<file path="src/rtl/core/atp_pkg.sv">
// ----------------------------------------------------------------------------
// atp_pkg
// Shared types and fixed constants for the polynomial atan2 pipeline.
// ----------------------------------------------------------------------------
package atp_pkg;

  // Ratio z is Q1.15; its magnitude runs up to 1.0, so it needs 16 bits
  localparam int Z_FRAC = 15;
  localparam int Q_BITS = Z_FRAC + 1;

  // Polynomial coefficients, Q1.15
  localparam logic [14:0]        COEF_N1 = 15'd31863;
  localparam logic signed [14:0] COEF_N2 = -15'sd6290;

  // q*q fits 31 bits; t = n1*2^30 + n2*q*q is positive and below 2^45
  localparam int Q2_BITS  = 2 * Z_FRAC + 1;
  localparam int T_BITS   = 45;
  localparam int T_FULL   = T_BITS + 2;
  localparam int T_LO     = 23;
  localparam int T_HI     = T_BITS - T_LO;
  localparam int PP_LO_W  = T_LO + Q_BITS;
  localparam int PP_HI_W  = T_HI + Q_BITS;
  localparam int P_BITS   = T_BITS + Q_BITS;
  localparam int ACC_BITS = 64;

  localparam logic [T_BITS-1:0] N1_Q45 = T_BITS'(COEF_N1) << (2 * Z_FRAC);

  // Angles in Q.60, rounded to nearest
  localparam logic signed [ACC_BITS-1:0] PI_Q60      = 64'sh3243F6A8885A308D;
  localparam logic signed [ACC_BITS-1:0] HALF_PI_Q60 = 64'sh1921FB54442D1847;

  // Constant the polynomial term is added to, by quadrant and octant
  typedef enum logic [2:0] {
    BASE_ZERO,
    BASE_POS_PI,
    BASE_NEG_PI,
    BASE_POS_HALF,
    BASE_NEG_HALF
  } base_sel_t;

  // Per-item side information that rides along the pipeline
  typedef struct packed {
    logic      sub;    // subtract the polynomial term instead of adding it
    base_sel_t base;
  } side_t;

endpackage

</file>
<file path="src/rtl/core/atp_div_cell.sv">
// ----------------------------------------------------------------------------
// atp_div_cell
// One restoring-division cell: resolves one quotient bit per item and hands
// the partial remainder, divisor and quotient on to the next cell.
// ----------------------------------------------------------------------------
module atp_div_cell
  import atp_pkg::*;
#(
  parameter int RW = 17
) (
  input  logic              clk,
  input  logic              rst_n,
  input  logic              valid_i,
  output logic              ready_o,
  input  logic [RW-1:0]     rem_i,
  input  logic [RW-1:0]     den_i,
  input  logic [Q_BITS-1:0] quo_i,
  input  side_t             side_i,
  output logic              valid_o,
  input  logic              ready_i,
  output logic [RW-1:0]     rem_o,
  output logic [RW-1:0]     den_o,
  output logic [Q_BITS-1:0] quo_o,
  output side_t             side_o
);

  logic              valid_r;
  logic [RW-1:0]     rem_r, rem_nxt;
  logic [RW-1:0]     den_r;
  logic [Q_BITS-1:0] quo_r, quo_nxt;
  side_t             side_r;
  logic [RW:0]       trial;
  logic [RW:0]       diff;
  logic              ge;

  // Shift, trial subtract, restore
  always_comb begin
    trial   = {rem_i, 1'b0};
    diff    = trial - {1'b0, den_i};
    ge      = (trial >= {1'b0, den_i});
    rem_nxt = ge ? diff[RW-1:0] : trial[RW-1:0];
    quo_nxt = {quo_i[Q_BITS-2:0], ge};
  end

  // Cell holds its item until the next cell takes it
  assign ready_o = !valid_r || ready_i;

  always_ff @(posedge clk) begin
    if (!rst_n) begin
      valid_r <= 1'b0;
    end else if (ready_o) begin
      valid_r <= valid_i;
    end
  end

  always_ff @(posedge clk) begin
    if (ready_o && valid_i) begin
      rem_r  <= rem_nxt;
      den_r  <= den_i;
      quo_r  <= quo_nxt;
      side_r <= side_i;
    end
  end

  assign valid_o = valid_r;
  assign rem_o   = rem_r;
  assign den_o   = den_r;
  assign quo_o   = quo_r;
  assign side_o  = side_r;

endmodule

</file>
<file path="src/rtl/core/atp_poly.sv">
// ----------------------------------------------------------------------------
// atp_poly
// Four-stage evaluation of (n1 + n2*q*q)*q on the ratio magnitude, exact
// in Q.60.
// ----------------------------------------------------------------------------
module atp_poly
  import atp_pkg::*;
(
  input  logic              clk,
  input  logic              rst_n,
  input  logic              valid_i,
  output logic              ready_o,
  input  logic [Q_BITS-1:0] q_i,
  input  side_t             side_i,
  output logic              valid_o,
  input  logic              ready_i,
  output logic [P_BITS-1:0] p_o,
  output side_t             side_o
);

  localparam int NSTG = 4;

  logic [NSTG-1:0]          v_r;
  logic [NSTG-1:0]          rdy;
  side_t                    side_r [NSTG];

  logic [Q_BITS-1:0]        q1_r, q2_r;
  logic [Q2_BITS-1:0]       qsq_r;
  logic [2*Q_BITS-1:0]      qsq_full;
  logic [T_BITS-1:0]        t_r;
  logic signed [T_FULL-1:0] n2_term;
  logic signed [T_FULL-1:0] t_full;
  logic [PP_LO_W-1:0]       pp_lo_r;
  logic [PP_HI_W-1:0]       pp_hi_r;
  logic [P_BITS-1:0]        p_r;

  // Ready chain: a stage loads when empty or when its item moves on
  always_comb begin
    rdy[NSTG-1] = !v_r[NSTG-1] || ready_i;
    for (int i = NSTG - 2; i >= 0; i--) begin
      rdy[i] = !v_r[i] || rdy[i+1];
    end
  end

  assign ready_o = rdy[0];

  always_ff @(posedge clk) begin
    if (!rst_n) begin
      v_r <= '0;
    end else begin
      if (rdy[0]) v_r[0] <= valid_i;
      for (int i = 1; i < NSTG; i++) begin
        if (rdy[i]) v_r[i] <= v_r[i-1];
      end
    end
  end

  // Stage 0: square of the ratio
  assign qsq_full = q_i * q_i;

  always_ff @(posedge clk) begin
    if (rdy[0] && valid_i) begin
      q1_r      <= q_i;
      qsq_r     <= qsq_full[Q2_BITS-1:0];
      side_r[0] <= side_i;
    end
  end

  // Stage 1: t = n1*2^30 + n2*q*q
  always_comb begin
    n2_term = COEF_N2 * $signed({1'b0, qsq_r});
    t_full  = $signed({2'b00, N1_Q45}) + n2_term;
  end

  always_ff @(posedge clk) begin
    if (rdy[1] && v_r[0]) begin
      q2_r      <= q1_r;
      t_r       <= t_full[T_BITS-1:0];
      side_r[1] <= side_r[0];
    end
  end

  // Stage 2: t*q as two partial products
  always_ff @(posedge clk) begin
    if (rdy[2] && v_r[1]) begin
      pp_lo_r   <= PP_LO_W'(t_r[T_LO-1:0]) * PP_LO_W'(q2_r);
      pp_hi_r   <= PP_HI_W'(t_r[T_BITS-1:T_LO]) * PP_HI_W'(q2_r);
      side_r[2] <= side_r[1];
    end
  end

  // Stage 3: combine partial products
  always_ff @(posedge clk) begin
    if (rdy[3] && v_r[2]) begin
      p_r       <= (P_BITS'(pp_hi_r) << T_LO) + P_BITS'(pp_lo_r);
      side_r[3] <= side_r[2];
    end
  end

  assign valid_o = v_r[NSTG-1];
  assign p_o     = p_r;
  assign side_o  = side_r[NSTG-1];

endmodule

</file>
<file path="src/rtl/core/atan2_polynomial_approx.sv">
// ----------------------------------------------------------------------------
// atan2_polynomial_approx
// Four-quadrant arctangent by third-order polynomial on min/max ratio.
// ----------------------------------------------------------------------------
//  channel | ports                                   | dir | item
//  --------+-----------------------------------------+-----+-----------------
//  input   | in_valid, in_stall, in_x/y_component    | in  | x, y components
//  result  | out_valid, out_stall, out_angle         | out | angle, Q3.F rad
//
//  One item per cycle sustained while out_stall is low. The path is one front
//  stage, one divider cell per quotient bit (16), four polynomial stages, one
//  correction stage and the output register.
//  Every stage holds its own item, so bubbles close up when out_stall is high
//  and in_stall rises only once the whole pipeline is full.
//  rst_n is synchronous and clears only the stage valid flags.
// ----------------------------------------------------------------------------
module atan2_polynomial_approx
  import atp_pkg::*;
#(
  parameter int IN_BITS       = 16,
  parameter int OUT_FRAC_BITS = 13
) (
  input  logic                            clk,
  input  logic                            rst_n,
  input  logic                            in_valid,
  output logic                            in_stall,
  input  logic signed [IN_BITS-1:0]       in_x_component,
  input  logic signed [IN_BITS-1:0]       in_y_component,
  output logic                            out_valid,
  input  logic                            out_stall,
  output logic signed [OUT_FRAC_BITS+2:0] out_angle
);

  localparam int RW   = IN_BITS + 1;
  localparam int OW   = OUT_FRAC_BITS + 3;
  localparam int DROP = 60 - OUT_FRAC_BITS;

  localparam logic signed [ACC_BITS-1:0] HALF_LSB  = 64'sd1 <<< (DROP - 1);
  localparam logic signed [ACC_BITS-1:0] LIM       = (PI_Q60 + HALF_LSB) >>> DROP;
  localparam logic signed [ACC_BITS-1:0] NEG_LIM   = -LIM;
  localparam logic signed [ACC_BITS-1:0] RND_ZERO  = HALF_LSB;
  localparam logic signed [ACC_BITS-1:0] RND_PPI   = PI_Q60 + HALF_LSB;
  localparam logic signed [ACC_BITS-1:0] RND_NPI   = HALF_LSB - PI_Q60;
  localparam logic signed [ACC_BITS-1:0] RND_PHALF = HALF_PI_Q60 + HALF_LSB;
  localparam logic signed [ACC_BITS-1:0] RND_NHALF = HALF_LSB - HALF_PI_Q60;

  // --------------------------------------------------------------------------
  // Front stage: magnitudes, octant decode, divider operands
  // --------------------------------------------------------------------------
  logic               x_neg, y_neg, x_dom;
  logic [IN_BITS-1:0] mag_x, mag_y, num, den;
  side_t              side_f;

  logic               vf_r;
  logic               rdy_f;
  logic [RW-1:0]      num_r, den2_r;
  side_t              side_f_r;

  always_comb begin
    x_neg = in_x_component[IN_BITS-1];
    y_neg = in_y_component[IN_BITS-1];
    mag_x = x_neg ? (~in_x_component + 1'b1) : in_x_component;
    mag_y = y_neg ? (~in_y_component + 1'b1) : in_y_component;
    x_dom = (mag_x > mag_y);
    num   = x_dom ? mag_y : mag_x;
    den   = x_dom ? mag_x : mag_y;
    // both zero: force 0/1 so the ratio and the term come out zero
    if (den == '0) begin
      den = IN_BITS'(1);
    end
    side_f.sub = x_neg ^ y_neg ^ !x_dom;
    if (x_dom) begin
      if (!x_neg) begin
        side_f.base = BASE_ZERO;
      end else if (y_neg) begin
        side_f.base = BASE_NEG_PI;
      end else begin
        side_f.base = BASE_POS_PI;
      end
    end else if (y_neg) begin
      side_f.base = BASE_NEG_HALF;
    end else if (mag_y != '0) begin
      side_f.base = BASE_POS_HALF;
    end else begin
      side_f.base = BASE_ZERO;
    end
  end

  logic [Q_BITS:0]   dv;
  logic [Q_BITS:0]   drdy;
  logic [RW-1:0]     drem [Q_BITS+1];
  logic [RW-1:0]     dden [Q_BITS+1];
  logic [Q_BITS-1:0] dquo [Q_BITS+1];
  side_t             dside [Q_BITS+1];

  assign rdy_f    = !vf_r || drdy[0];
  assign in_stall = !rdy_f;

  always_ff @(posedge clk) begin
    if (!rst_n) begin
      vf_r <= 1'b0;
    end else if (rdy_f) begin
      vf_r <= in_valid;
    end
  end

  // Divisor is doubled so every cell does the same shift and compare
  always_ff @(posedge clk) begin
    if (rdy_f && in_valid) begin
      num_r    <= {1'b0, num};
      den2_r   <= {den, 1'b0};
      side_f_r <= side_f;
    end
  end

  // --------------------------------------------------------------------------
  // Divider: row of cells, one quotient bit each, MSB first
  // --------------------------------------------------------------------------
  assign dv[0]    = vf_r;
  assign drem[0]  = num_r;
  assign dden[0]  = den2_r;
  assign dquo[0]  = '0;
  assign dside[0] = side_f_r;

  for (genvar g = 0; g < Q_BITS; g++) begin : g_div
    atp_div_cell #(
      .RW (RW)
    ) u_cell (
      .clk     (clk),
      .rst_n   (rst_n),
      .valid_i (dv[g]),
      .ready_o (drdy[g]),
      .rem_i   (drem[g]),
      .den_i   (dden[g]),
      .quo_i   (dquo[g]),
      .side_i  (dside[g]),
      .valid_o (dv[g+1]),
      .ready_i (drdy[g+1]),
      .rem_o   (drem[g+1]),
      .den_o   (dden[g+1]),
      .quo_o   (dquo[g+1]),
      .side_o  (dside[g+1])
    );
  end

  // --------------------------------------------------------------------------
  // Polynomial
  // --------------------------------------------------------------------------
  logic              pv;
  logic              rdy_a;
  logic [P_BITS-1:0] p;
  side_t             pside;

  atp_poly u_poly (
    .clk     (clk),
    .rst_n   (rst_n),
    .valid_i (dv[Q_BITS]),
    .ready_o (drdy[Q_BITS]),
    .q_i     (dquo[Q_BITS]),
    .side_i  (dside[Q_BITS]),
    .valid_o (pv),
    .ready_i (rdy_a),
    .p_o     (p),
    .side_o  (pside)
  );

  // --------------------------------------------------------------------------
  // Correction: base angle (with rounding half folded in) plus or minus term
  // --------------------------------------------------------------------------
  logic                       va_r, vb_r, rdy_b;
  logic signed [ACC_BITS-1:0] base_c, pe, a_nxt, a_r;
  logic signed [ACC_BITS-1:0] r_sh;
  logic signed [ACC_BITS-1:0] r_sat;
  logic [OW-1:0]              angle_r;

  always_comb begin
    case (pside.base)
      BASE_ZERO:     base_c = RND_ZERO;
      BASE_POS_PI:   base_c = RND_PPI;
      BASE_NEG_PI:   base_c = RND_NPI;
      BASE_POS_HALF: base_c = RND_PHALF;
      BASE_NEG_HALF: base_c = RND_NHALF;
      default:       base_c = RND_ZERO;
    endcase
    pe    = $signed(ACC_BITS'(p));
    a_nxt = pside.sub ? (base_c - pe) : (base_c + pe);
  end

  assign rdy_b = !vb_r || !out_stall;
  assign rdy_a = !va_r || rdy_b;

  always_ff @(posedge clk) begin
    if (!rst_n) begin
      va_r <= 1'b0;
      vb_r <= 1'b0;
    end else begin
      if (rdy_a) va_r <= pv;
      if (rdy_b) vb_r <= va_r;
    end
  end

  always_ff @(posedge clk) begin
    if (rdy_a && pv) begin
      a_r <= a_nxt;
    end
  end

  // Floor to output precision, then clamp to +-pi
  always_comb begin
    r_sh = a_r >>> DROP;
    if (r_sh > LIM) begin
      r_sat = LIM;
    end else if (r_sh < NEG_LIM) begin
      r_sat = NEG_LIM;
    end else begin
      r_sat = r_sh;
    end
  end

  always_ff @(posedge clk) begin
    if (rdy_b && va_r) begin
      angle_r <= r_sat[OW-1:0];
    end
  end

  assign out_valid = vb_r;
  assign out_angle = $signed(angle_r);

  // --------------------------------------------------------------------------
  // Assertions
  // --------------------------------------------------------------------------
  // Result never leaves the +-pi band
  a_angle_range : assert property (@(posedge clk) disable iff (!rst_n)
    out_valid |-> ((ACC_BITS'(out_angle) <= LIM) && (ACC_BITS'(out_angle) >= NEG_LIM)))
    else $error("angle outside +-pi");

  // Ratio never exceeds 1.0: a set top bit means exactly 1.0
  a_ratio_le_one : assert property (@(posedge clk) disable iff (!rst_n)
    (dv[Q_BITS] && dquo[Q_BITS][Q_BITS-1]) |-> (dquo[Q_BITS][Q_BITS-2:0] == '0))
    else $error("divider ratio above one");

  // An accepted item always lands in the front stage
  a_accept_lands : assert property (@(posedge clk) disable iff (!rst_n)
    (in_valid && !in_stall) |=> vf_r)
    else $error("accepted item lost at front stage");

  // Stalled output keeps the correction stage from overrunning it
  a_hold_output : assert property (@(posedge clk) disable iff (!rst_n)
    (out_valid && out_stall && va_r) |=> (va_r && $stable(a_r)))
    else $error("correction stage advanced into stalled output");

endmodule
</file>
<file path="config.mk">
export PLATFORM = sky130hd
export DESIGN_NAME = atan2_polynomial_approx
export DESIGN_NICKNAME = d
export VERILOG_FILES = /design/src/rtl/core/atp_pkg.sv /design/src/rtl/core/atp_div_cell.sv /design/src/rtl/core/atp_poly.sv /design/src/rtl/core/atan2_polynomial_approx.sv
export SDC_FILE = /design/constraint.sdc
export NUM_CORES = 2
export LEC_CHECK = 0
export BUFFER_PORTS_ARGS = -buffer_cell sky130_fd_sc_hd__buf_2
export CAP_MARGIN = 40
export CORE_MARGIN = 1.5
export CORE_UTILIZATION = 61
export CTS_BUF_LIST = sky130_fd_sc_hd__clkbuf_8
export DETAILED_ROUTE_END_ITERATION = 8
export HOLD_SLACK_MARGIN = 0.06
export PLACE_DENSITY_LB_ADDON = 0.05
export SYNTH_ARGS = -nofsm -noshare
export SYNTH_HDL_FRONTEND = slang
export SYNTH_SLANG_ARGS = --single-unit
</file>
<file path="constraint.sdc">
create_clock -name clk -period 8.2 [get_ports clk]
set_input_delay 1.23 -clock clk [delete_from_list [all_inputs] [get_ports clk]]
set_output_delay 1.23 -clock clk [all_outputs]
set_load 0.005 [all_outputs]
</file>
## Yosys cells after proc, flatten, opt, wreduce, memory -nomap -nowiden

Memory sizes are Yosys's and may differ from the RTL's.
Index checks and enable logic that the tools add are counted.

| word-level totals | value |
|---|---|
| bits in registers | 1080 |
| latch bits | 0 |
| RAM bits | 16 |
| memory bits (read-only) | 0 |
| output and inout bits | 18 |
| memories | 1 |

| operators by class | value |
|---|---|
| add/sub/neg operators | 21 |
| multipliers | 4 |
| div/mod/pow operators | 0 |
| $lt $le $gt $ge | 19 |
| equal/unequal tests | 4 |
| shift-type cells | 0 |
| muxes and demuxes | 35 |
| bitwise operators | 4 |
| reductions and logical operators | 75 |

Memory list:

| name | depth | width | read ports | clocked after Yosys merged registers in | wr ports | RTL line | source |
|---|---|---|---|---|---|---|---|
| u_poly.side_r | 4 | 4 | 4 | 0 | 4 | atp_poly.sv:25 | `side_t side_r [NSTG];` |

Operators by type and width:

| operator | number |
|---|---|
| $ge A18 B17 Y1 | 15 |
| $pmux W64 S4 | 1 |
| $mux W17 | 15 |
| $sub A17 B17 Y17 | 15 |
| $mux W16 | 5 |
| $add A64 B62 Y64 | 1 |
| $mux W64 | 1 |
| $sub A64 B62 Y64 | 1 |
| $add A61 B39 Y61 | 1 |
| $add A41 B45 Y45 const A | 1 |
| $mul A13 B32 Y44 const A | 1 |
| $mul A23 B16 Y39 | 1 |
| $mul A22 B16 Y38 | 1 |
| $add A16 B1 Y16 const B | 2 |
| $not A16 Y16 | 2 |
| $mul A16 B16 Y31 | 1 |
| $logic_not A1 Y1 | 26 |
| $logic_and A1 B1 Y1 | 23 |
| $logic_or A1 B1 Y1 | 23 |
| $ge A17 B17 Y1 | 1 |
| $gt A17 B16 Y1 const B | 1 |
| $lt A17 B16 Y1 const B | 1 |
| $gt A16 B16 Y1 | 1 |
| $logic_not A16 Y1 | 1 |
| 9 further kinds | 21 |

## Logic depth before layout (Yosys ltp)

| depth | value |
|---|---|
| depth in word-level cells | 25 |
| depth in mapped cells | 28 |

## Cells and area by module

From an unflattened synthesis, not the netlist that was laid out.

| second synthesis, totals | value |
|---|---|
| cell total of the unflattened synthesis | 8844 |
| area total of the unflattened synthesis | 99036.2 um2 |

Modules (own cells, without submodules):

| module | instances | cells an instance | area each (um2) | sequential area each (um2) |
|---|---|---|---|---|
| atp_poly | 1 | 4652 | 46607.2 | 7737.4 |
| atp_div_cell | 16 | 207 | 2800.2 | 1641.6 |
| atan2_polynomial_approx | 1 | 880 | 7626.1 | 2132.0 |

## Worst setup path before layout

No wires, ideal clock.

| timing | value |
|---|---|
| path kind | input-to-reg |
| start point | input port out_stall |
| end point | register u_poly.pp_hi_r[0], enable pin |
| setup time | 0.641 ns |
| data arrival time | 7.432 ns |
| data required time | 7.559 ns |
| slack | 0.128 ns |
| stages | 3 |
| cell sequence | and3_1 and2_1 a21boi_0 |

| between the ends | value |
|---|---|
| longest elaborated chain between the ends | 6 |

Ends and longest elaborated chain:

| item | RTL line | source |
|---|---|---|
| from (decl) | atan2_polynomial_approx.sv:30 | `input logic out_stall,` |
| $logic_not A1 Y1 | atan2_polynomial_approx.sv:189 | `assign rdy_b = !vb_r \|\| !out_stall;` |
| $logic_or A1 B1 Y1 | atan2_polynomial_approx.sv:189 |  |
| $logic_or A1 B1 Y1 | atan2_polynomial_approx.sv:190 | `assign rdy_a = !va_r \|\| rdy_b;` |
| $logic_or A1 B1 Y1 | atp_poly.sv:39 | `rdy[NSTG-1] = !v_r[NSTG-1] \|\| ready_i;` |
| $logic_or A1 B1 Y1 | atp_poly.sv:41 | `rdy[i] = !v_r[i] \|\| rdy[i+1];` |
| $logic_and A1 B1 Y1 | atp_poly.sv:85 | `if (rdy[2] && v_r[1]) begin` |
| to (signal assigned) | atp_poly.sv:87 | `pp_hi_r <= PP_HI_W'(t_r[T_BITS-1:T_LO]) * PP_HI_W'(q2_r);` |
| to (decl) | atp_poly.sv:34 | `logic [PP_HI_W-1:0] pp_hi_r;` |

Every way passes these cells.
A chain may end at the register's enable or synchronous reset.

## Final worst setup path

| timing | value |
|---|---|
| start point | register u_poly.q2_r[1] |
| end point | register u_poly.pp_hi_r[36], data pin |

| between the ends | value |
|---|---|
| longest elaborated chain between the ends | 1 |

Ends and longest elaborated chain:

| item | RTL line | source |
|---|---|---|
| from (decl) | atp_poly.sv:27 | `logic [Q_BITS-1:0] q1_r, q2_r;` |
| from (signal assigned) | atp_poly.sv:77 | `q2_r <= q1_r;` |
| $mul A22 B16 Y38 | atp_poly.sv:87 |  |

Every way passes these cells.

==> results.py <==
metrics = {
    "status": {
        "outcome": "completed",
    },
    "worst_setup_path": {
        "cp.required_ps": 8810,
        "critPathMaxFanout": 26,
        "cp_slowest_cell": "edfxtp_1",
        "path_buf_inv": 6,
        "slowest_delay_ps": 760,
        "worstSetupStartpointType": "flop",
        "cp_top_family": "adder cells",
        "critPathCaptureType": "flop",
        "cpMostUsedCell": "fa_1",
        "worstSetupPathType": "flop to flop",
        "critical_path_arrival_ps": 7870,
    },
    "sta": {
        "setup_viol": 0,
        "fin_crit_sh_pct": 88.6,
        "slew_violations": 0,
        "fmax_mhz": 138,
        "rsz0062_at_grt": "no",
        "finalHoldViolCount": 0,
        "worstMarginPinSlew_ps": 930,
        "slew-limit-headroom_pct": 38.0,
        "tns_ps": 0,
        "period_minus_slack_ps": 7260,
        "fin_skew_ps": 67.5,
    },
    "clock_network": {
        "clk_path_buf_depth": 3,
        "cts_resized": 0,
        "clk_latency_ps": 930,
        "cts_setup_buffers": 0,
        "htree_levels": 4,
        "clk_pin_slew_worst_paths_ps": 60,
        "cts.sinks": 1027,
        "numCtsBuffers": 176,
        "cts_tree": "yes",
        "hold_buffers": 0,
        "root_buffer": "clkbuf_8",
    },
    "floorplanning": {
        "die_w_um": 385,
        "dieArea_um2": 148000,
        "start_util_pct": 61.3,
        "num_rows": 140,
        "io_pins": 54,
        "coreArea_um2": 145000,
        "die_h_um": 385,
    },
    "placement": {
        "port-buffer-count": 53,
        "dpl-instance-area_um2": 91900,
        "dpl.hpwl_um": 160000,
        "routabilityCongestion": 0.910,
    },
    "drt": {
        "dr.pass1.iters": 6,
        "drc": 0,
        "wire_per_inst_um": 19.3,
        "dr.first_iter.drc_count": 3693,
        "antenna_left": 0,
        "drt_wl_total_um": 205000,
        "vias_per_cell": 5.67,
        "vias": 60100,
    },
    "layout": {
        "drive_gt1_share_pct": 5.95,
        "syn_to_final_growth_pct": 7.24,
        "finalInstanceArea_um2": 95500,
        "nets": 10300,
        "finalCoreUtilization_pct": 65.8,
        "fill_cells": 11400,
    },
    "synth": {
        "ys_seq_area_share_pct": 34.4,
        "synth_edf_count": 1004,
        "avgSynthCellArea_um2": 10.6,
        "synth_most_common_cell": "inv_1",
        "yosysTopAreaCellShare_pct": 33.8,
        "async_flop_share_pct": 0,
        "synth_top_area_cell": "edfxtp_1",
        "synth_ff_type": "edfxtp_1",
        "yosysWarnings": 0,
        "ys_ff_latch": 1027,
        "syn_inst": 8440,
        "synthTopCellsByArea": "edfxtp_1, fa_1, ha_1",
        "syn-num-nets": 10200,
        "syn-cell-area_um2": 89100,
        "synth_cell_type_count": 86,
        "synth_top_cells_by_count": "inv_1, edfxtp_1, fa_1",
    },
    "min_path": {
        "hp-class": "flop to flop",
    },
    "grt": {
        "grt_max_degree": 70,
        "overflow": 0,
        "antenna_found_initial": 4,
        "grt_pass1_vias": 62900,
        "grt_pass1_wl_um": 333000,
        "grt_usage_pct": 28.8,
    },
    "run": {
        "drv_cap": 0,
    },
    "pwr": {
        "power.density_nw_per_um2": 118,
        "p_leak_nw": 43.1,
        "max-vdd-ir-drop_mv": 0.163,
    },
}
==> metal layers <==
layer  GRT usage, %  wire length, um  up-vias
met5              0               10        -
met4           12.0             9170        2
met3           3.66             9240      465
met2           51.6           105000     1548
met1           35.0            81200    29800
li1               -                -    28300
==> cell usage in the layout (no fill, tap or decap), drive strengths merged, types with 65 or more instances in the layout <==
cell and instances:
xnor2 276, xor2 164, nor2 478, buf 131
a21o 141, o21ai 260, inv 1566, a21oi 411
nand4 72, nand2 770, nand3 91, ha 838
clkbuf 180, edfxtp 1004, fa 925, o21a 66
nor3 83, and2 308, clkinv 65, nor2b 95
==> stage by stage <==
step	power [mW]	instances	hold WS (ps)	setup WS, ps
floorplan	6.39	8440	400	128
global placement	6.56	10300	400	1150
detailed placement	6.58	10300	405	1050
CTS	11.4	10600	388	971
global route	11.7	10600	396	568
finish	11.3	10600	395	938
==> area by class of cell <==
cell class                 count  area, um^2  share of cell area, %
multi-input combinational   5689       52200                   54.6
sequential                  1027       30600                   32.0
inverter                    1513        5680                   5.95
clock buffer                 180        2480                   2.59
tap                         1917        2400                   2.51
clock inverter               143        1130                   1.18
timing repair buffer         131        1020                   1.06
antenna                        7        17.5                 0.0183
==> worst reg2reg max path: cells and delay by family, from the launching register on <==
kind	cells	cell delay, ps
and+or+nand+nor	5	730
buffers and inverters	6	690
DFF	1	760
xor gates and xnor gates	1	100
adders and majority gates	7	3380
AOI/OAI and AO/OA	6	1330
==> flip-flops by register name, indices dropped and copies added (netlist names) <==
| signal | count |
|---|---|
| g_div.u_cell.den_o | 240 |
| u_poly.v_r | 4 |
| u_poly.p_o | 60 |
| num_r | 16 |
| a_r | 17 |
| u_poly.pp_lo_r | 38 |
| den2_r | 16 |
| u_poly.q1_r | 15 |
| u_poly.side_r | 16 |
| vf_r | 1 |
| dside | 4 |
| u_poly.t_r | 42 |
| u_poly.pp_hi_r | 38 |
| out_valid | 1 |
| u_poly.q2_r | 16 |
| va_r | 1 |
| g_div.u_cell.quo_o | 136 |
| g_div.u_cell.side_o | 64 |
| g_div.u_cell.rem_o | 240 |
| u_poly.qsq_r | 30 |
| g_div.u_cell.valid_o | 16 |
| out_angle | 16 |
==> worst paths after layout <==
kind              cells after the start                                 start  slack (ps)                             to
setup / recovery                     25              u_poly.q2_r[1]$_DFFE_PP_         940   u_poly.pp_hi_r[36]$_DFFE_PP_
hold reg to reg                       0  g_div[15].u_cell.side_o[0]$_DFFE_PP_         400  u_poly.side_r[0][0]$_DFFE_PP_
setup reg to reg                     25              u_poly.q2_r[1]$_DFFE_PP_         940   u_poly.pp_hi_r[36]$_DFFE_PP_
hold / removal                        0  g_div[15].u_cell.side_o[0]$_DFFE_PP_         400  u_poly.side_r[0][0]$_DFFE_PP_
==> power by group <==
part           internal [mW]  switching, mW
logic                  0.263          0.372
registers               5.79         0.0499
clock network           2.53           2.25
total                   8.59           2.68
==> cells by family (layout without fill, tap and decap cells) <==
| family | count (synthesis) | after routing | synth area share (%) |
|---|---|---|---|
| compound gates | 1260 | 1260 | 9.03 |
| simple gates | 2142 | 2142 | 11.4 |
| xor+xnor | 440 | 440 | 4.33 |
| buf+inv | 1724 | 1967 | 7.27 |
| flops | 1027 | 1027 | 34.4 |
| mux | 84 | 84 | 1.02 |
| other cells | 0 | 7 | 0 |
| fa+ha+maj | 1763 | 1763 | 32.6 |
(Power assumes the default switching activity.)
